### src/rtl/sip_pkg.sv
package sip_pkg;

	localparam int SLOT_COUNT = 16;
	localparam int SLOT_W     = (SLOT_COUNT > 1) ? $clog2(SLOT_COUNT) : 1;

	localparam int MODE_W     = 2;
	localparam int SLOTF_W    = 8;
	localparam int TIME_W     = 64;
	localparam int RUN_W      = 32;
	localparam int CLK_W      = 14;
	localparam int OVH_W      = 16;
	localparam int IN_DATA_W  = SLOTF_W + TIME_W;
	localparam int OUT_DATA_W = 2 * TIME_W + RUN_W;

	localparam int CFG_IDX_W  = 2;
	localparam int CFG_DATA_W = 16;
	localparam logic [CFG_IDX_W-1:0] CFG_CLOCK_MHZ     = 2'd0;
	localparam logic [CFG_IDX_W-1:0] CFG_TICK_OVERHEAD = 2'd1;
	localparam logic [CLK_W-1:0]     CLOCK_MHZ_RESET   = 14'd1000;

	localparam int DVSR_W    = 32;
	localparam int DIV_CNT_W = $clog2(TIME_W);

	typedef enum logic [MODE_W-1:0] {
		MODE_START,
		MODE_STOP,
		MODE_ACCOUNT,
		MODE_READ
	} mode_t;

	typedef enum logic [3:0] {
		ST_IDLE,
		ST_LOAD,
		ST_UPD,
		ST_PREP,
		ST_SCALE,
		ST_DIV_LAT,
		ST_WAIT_LAT,
		ST_DIV_AVG1,
		ST_WAIT_AVG1,
		ST_DIV_AVG2,
		ST_WAIT_AVG2,
		ST_DONE
	} state_t;

	typedef enum logic [1:0] {
		DSEL_LAT,
		DSEL_AVG1,
		DSEL_AVG2
	} div_sel_t;

	typedef struct packed {
		logic     capture;
		logic     load;
		logic     upd;
		logic     prep;
		logic     scale;
		logic     div_start;
		div_sel_t div_sel;
		logic     out_load;
	} cmd_t;

	typedef struct packed {
		logic invalid;
		logic n_zero;
		logic div_done;
		logic out_free;
	} sts_t;

endpackage

### src/rtl/sip_ctrl.sv
module sip_ctrl import sip_pkg::*; (
	input  logic clk,
	input  logic arst_n,
	input  logic in_valid,
	output logic in_ready,
	input  sts_t sts,
	output cmd_t cmd
);

	state_t state_q;
	state_t state_d;

	always_ff @(posedge clk or negedge arst_n) begin
		if (!arst_n) begin
			state_q <= ST_IDLE;
		end else begin
			state_q <= state_d;
		end
	end

	always_comb begin
		state_d     = state_q;
		cmd         = '0;
		cmd.div_sel = DSEL_LAT;
		in_ready    = 1'b0;
		unique case (state_q)
			ST_IDLE: begin
				in_ready = 1'b1;
				if (in_valid) begin
					cmd.capture = 1'b1;
					state_d     = ST_LOAD;
				end
			end
			ST_LOAD: begin
				if (sts.invalid) begin
					state_d = ST_DONE;
				end else begin
					cmd.load = 1'b1;
					state_d  = ST_UPD;
				end
			end
			ST_UPD: begin
				cmd.upd = 1'b1;
				state_d = ST_PREP;
			end
			ST_PREP: begin
				cmd.prep = 1'b1;
				state_d  = sts.n_zero ? ST_DONE : ST_SCALE;
			end
			ST_SCALE: begin
				cmd.scale = 1'b1;
				state_d   = ST_DIV_LAT;
			end
			ST_DIV_LAT: begin
				cmd.div_start = 1'b1;
				cmd.div_sel   = DSEL_LAT;
				state_d       = ST_WAIT_LAT;
			end
			ST_WAIT_LAT: begin
				if (sts.div_done) state_d = ST_DIV_AVG1;
			end
			ST_DIV_AVG1: begin
				cmd.div_start = 1'b1;
				cmd.div_sel   = DSEL_AVG1;
				state_d       = ST_WAIT_AVG1;
			end
			ST_WAIT_AVG1: begin
				if (sts.div_done) state_d = ST_DIV_AVG2;
			end
			ST_DIV_AVG2: begin
				cmd.div_start = 1'b1;
				cmd.div_sel   = DSEL_AVG2;
				state_d       = ST_WAIT_AVG2;
			end
			ST_WAIT_AVG2: begin
				if (sts.div_done) state_d = ST_DONE;
			end
			ST_DONE: begin
				if (sts.out_free) begin
					cmd.out_load = 1'b1;
					state_d      = ST_IDLE;
				end
			end
			default: begin
				state_d = ST_IDLE;
			end
		endcase
	end

endmodule

### config.mk
export PLATFORM = sky130hd
export DESIGN_NAME = sip_ctrl
export DESIGN_NICKNAME = d
export VERILOG_FILES = /design/src/rtl/sip_pkg.sv /design/src/rtl/sip_ctrl.sv
export SDC_FILE = /design/constraint.sdc
export NUM_CORES = 1
export LEC_CHECK = 0
export ABC_CLOCK_PERIOD_IN_PS = 1980
export BUFFER_PORTS_ARGS = -buffer_cell sky130_fd_sc_hd__buf_4
export CAP_MARGIN = 25
export CELL_PAD_IN_SITES_DETAIL_PLACEMENT = 1
export CELL_PAD_IN_SITES_GLOBAL_PLACEMENT = 1
export CORE_UTILIZATION = 29
export DETAILED_ROUTE_END_ITERATION = 7
export MAX_ROUTING_LAYER = met4
export PLACE_DENSITY_LB_ADDON = 0.1
export SLEW_MARGIN = 20
export SYNTH_ARGS = -nofsm -noshare
export SYNTH_HDL_FRONTEND = slang
export SYNTH_SLANG_ARGS = --single-unit
### constraint.sdc
create_clock -name clk -period 1.98 [get_ports clk]
set_input_delay 0.198 -clock clk [delete_from_list [all_inputs] [get_ports clk]]
set_output_delay 0.198 -clock clk [all_outputs]
set_load 0.02 [all_outputs]
==> run metrics <==
Req. time, crit path 1.78 ns; Clk Latency, worst-skew pair 0.23 ns; Lkg Pwr 0.270 nW; vias in the first global route 417; GRT overflow 0; CP startpoint state_q[2]$_DFFE_PN0P_; via-per-instance ratio 5.28; Synth Area per Inst 7.51 sq um; FF-to-FF Start state_q[1]$_DFFE_PN0P_; CP top delay family simple AND/OR/NAND/NOR gates; Max Freq 580 MHz; peak supply drop 0.677 mV; final worst path period need 1.72 ns; CP cell instances buf_4 > nor4_1 > and2_1 > buf_4; die area 0.00147 sq mm; max reg flops 4; initial drt markers 2; row cnt 12; PostCTS Resize Cnt 0; Routed WL per cell 13.2 um; post-synthesis cell area 383 sq um; Sink Count 4; dpl hpwl 815 um; layout cells sized above 1 33.3%; Final Max Tran Viols 0; ANT nets after route 0; Total Nets Final 78; post-CTS setup buffer count 0; utilization after layout 46.5%; Final Cell Area 544 sq um; max-cap violations 0; sequential element share of the synthesized area 26.1%; total nets after synthesis 58; hold worst-path end state_q[2]$_DFFE_PN0P_; Initial Utilization 32.7%; CTS buffer count 3; HP Class input pin to flop; max_slew headroom 77.3%; most common cell after layout, fill and taps aside buf_4; largest reg by FF count state_q; synth warn 0; IO buf count 16; CTS tree yes; Hold Buf Count CTS 1; Setup TNS Final 0 ns; Mapped Cells 51; largest net degree at the start of global routing 13; area of the core 0.00117 sq mm; chip height 38.3 um; drt first pass iters 2; Ports 17; Final setup viols 0; worst hold stages 4; Hold Crit Start sts[2]; Die Wd 38.3 um; flops & latches, synth 4; initial antenna violation count 0; Root Buffer clkbuf_4; worst path arrival time 1.53 ns; Worst Skew 0.00232 ns; worst setup slack after layout 0.256 ns; final worst path period share 87.1%; register-to-register setup slack 0.37 ns; outcome finished clean; Routed WL 1100 um; RSZ-0062 raised after global routing false; WS Path Type flop to primary output; crit path buf inv count 2; ANT cells 0; Place WS 0.389 ns; Worst R2R End state_q[1]$_DFFE_PN0P_; Critical Path Slowest Stage Cell dfrtp_1; final hold viol count 0; final routed DRC violation total 0; Tot Pwr 0.000982 W; CTS clock-pin slew for the worst setup and hold paths 0.04 ns; post-placement cell area 512 sq um; r2r worst-path depth 4; CTS max path bufs 2; endpoint class of the critical path primary output; Worst Tran Pin Value 0.341 ns; cell mode on critical path buf_4; Crit Path Max Fanout 9; htree depth 1; aggregate global-route resource usage 19.9%; crit-path max cell delay 0.46 ns; library cells used by synthesis 25; PwrDens 1800 mW/mm^2; DR vias 438; biggest regs state_q x4; first-pass GRT wire length 1900 um; most frequent cells in the layout buf_4, nor2_1, nand2_1; Worst Setup Start Kind flop; Placer Congestion 0.785; Layout area overhead 42.2%
[report_power, final]
| part | switching (W) | total, W | internal [W] | leakage (nW) |
|---|---|---|---|---|
| Sequential | 0.000104 | 0.000230 | 0.000126 | 0.0485 |
| Clock | 0.0000314 | 0.0000991 | 0.0000677 | 0.0138 |
| Combinational | 0.000340 | 0.000653 | 0.000312 | 0.207 |
[layer usage]
metal	vias up	share of wire [%]	track usage [%]
met5	-	0	-
met4	0	0	7.76
met3	0	3.5	5.23
met2	11	49	31.8
met1	209	48	23.8
li1	218	-	-
[cell families (layout without fill, tap and decap cells)]
group                  count (synthesis)  after routing  synth area share, %
flip-flops                             4              4                 26.1
buffers and inverters                  7             25                 9.15
AND/OR/NAND/NOR                       25             25                 33.0
AO/OA/AOI/OAI                         13             13                 25.2
multiplexers                           2              2                 6.53
[Yosys cell counts]
cell type  instances  share of area [%]
nand2_1            5                4.9
mux2i_1            1                2.6
nor4b_1            1                2.3
buf_2              1                1.3
nor4_1             2                3.3
nor3_1             4                5.2
inv_1              3                2.9
a32oi_1            1                2.3
dfrtp_1            4                 26
a21oi_1            4                5.2
clkbuf_1           2                2.0
mux2_4             1                3.9
a2bb2oi_1          1                2.3
a21boi_0           1                2.0
o21a_1             1                2.0
nor2_1             7                6.9
and2_1             2                3.3
o32a_2             1                2.9
buf_6              1                2.9
a21o_1             1                2.0
a32o_1             1                2.6
nand2b_1           2                3.3
o21ai_0            1                1.3
o32a_1             1                2.6
and2b_1            2                3.9
[how the worst max path moves through the flow]
stage	cells after the start	to
floorplan	3	cmd[8]
global placement	4	state_q[1]$_DFFE_PN0P_
detailed placement	4	state_q[1]$_DFFE_PN0P_
CTS	4	cmd[8]
global route	4	cmd[8]
finish	4	cmd[8]
[per-stage QoR]
step                      std cells  hold slack (ns)
after floorplan                  51          -0.0976
after global placement           79         -0.00451
after CTS                        83            0.295
after detailed placement         79         -0.00620
final                            83            0.289
after global routing             83            0.308
[final cells by class]
class,count,area [sq um]
multi-input combinational,40,248
sequential,4,100
fill,155,627
inverter,3,11.3
tap,14,17.5
clock buffer,3,22.5
timing repair buffer,19,145
[worst register-to-register path, stage by stage, from the launching register on]
cell	delay [ns]
dfrtp_1	0.49
and2_1	0.26
a32oi_1	0.22
o32a_2	0.23
mux2_4	0.31
Power figures use the tool's default switching activity.
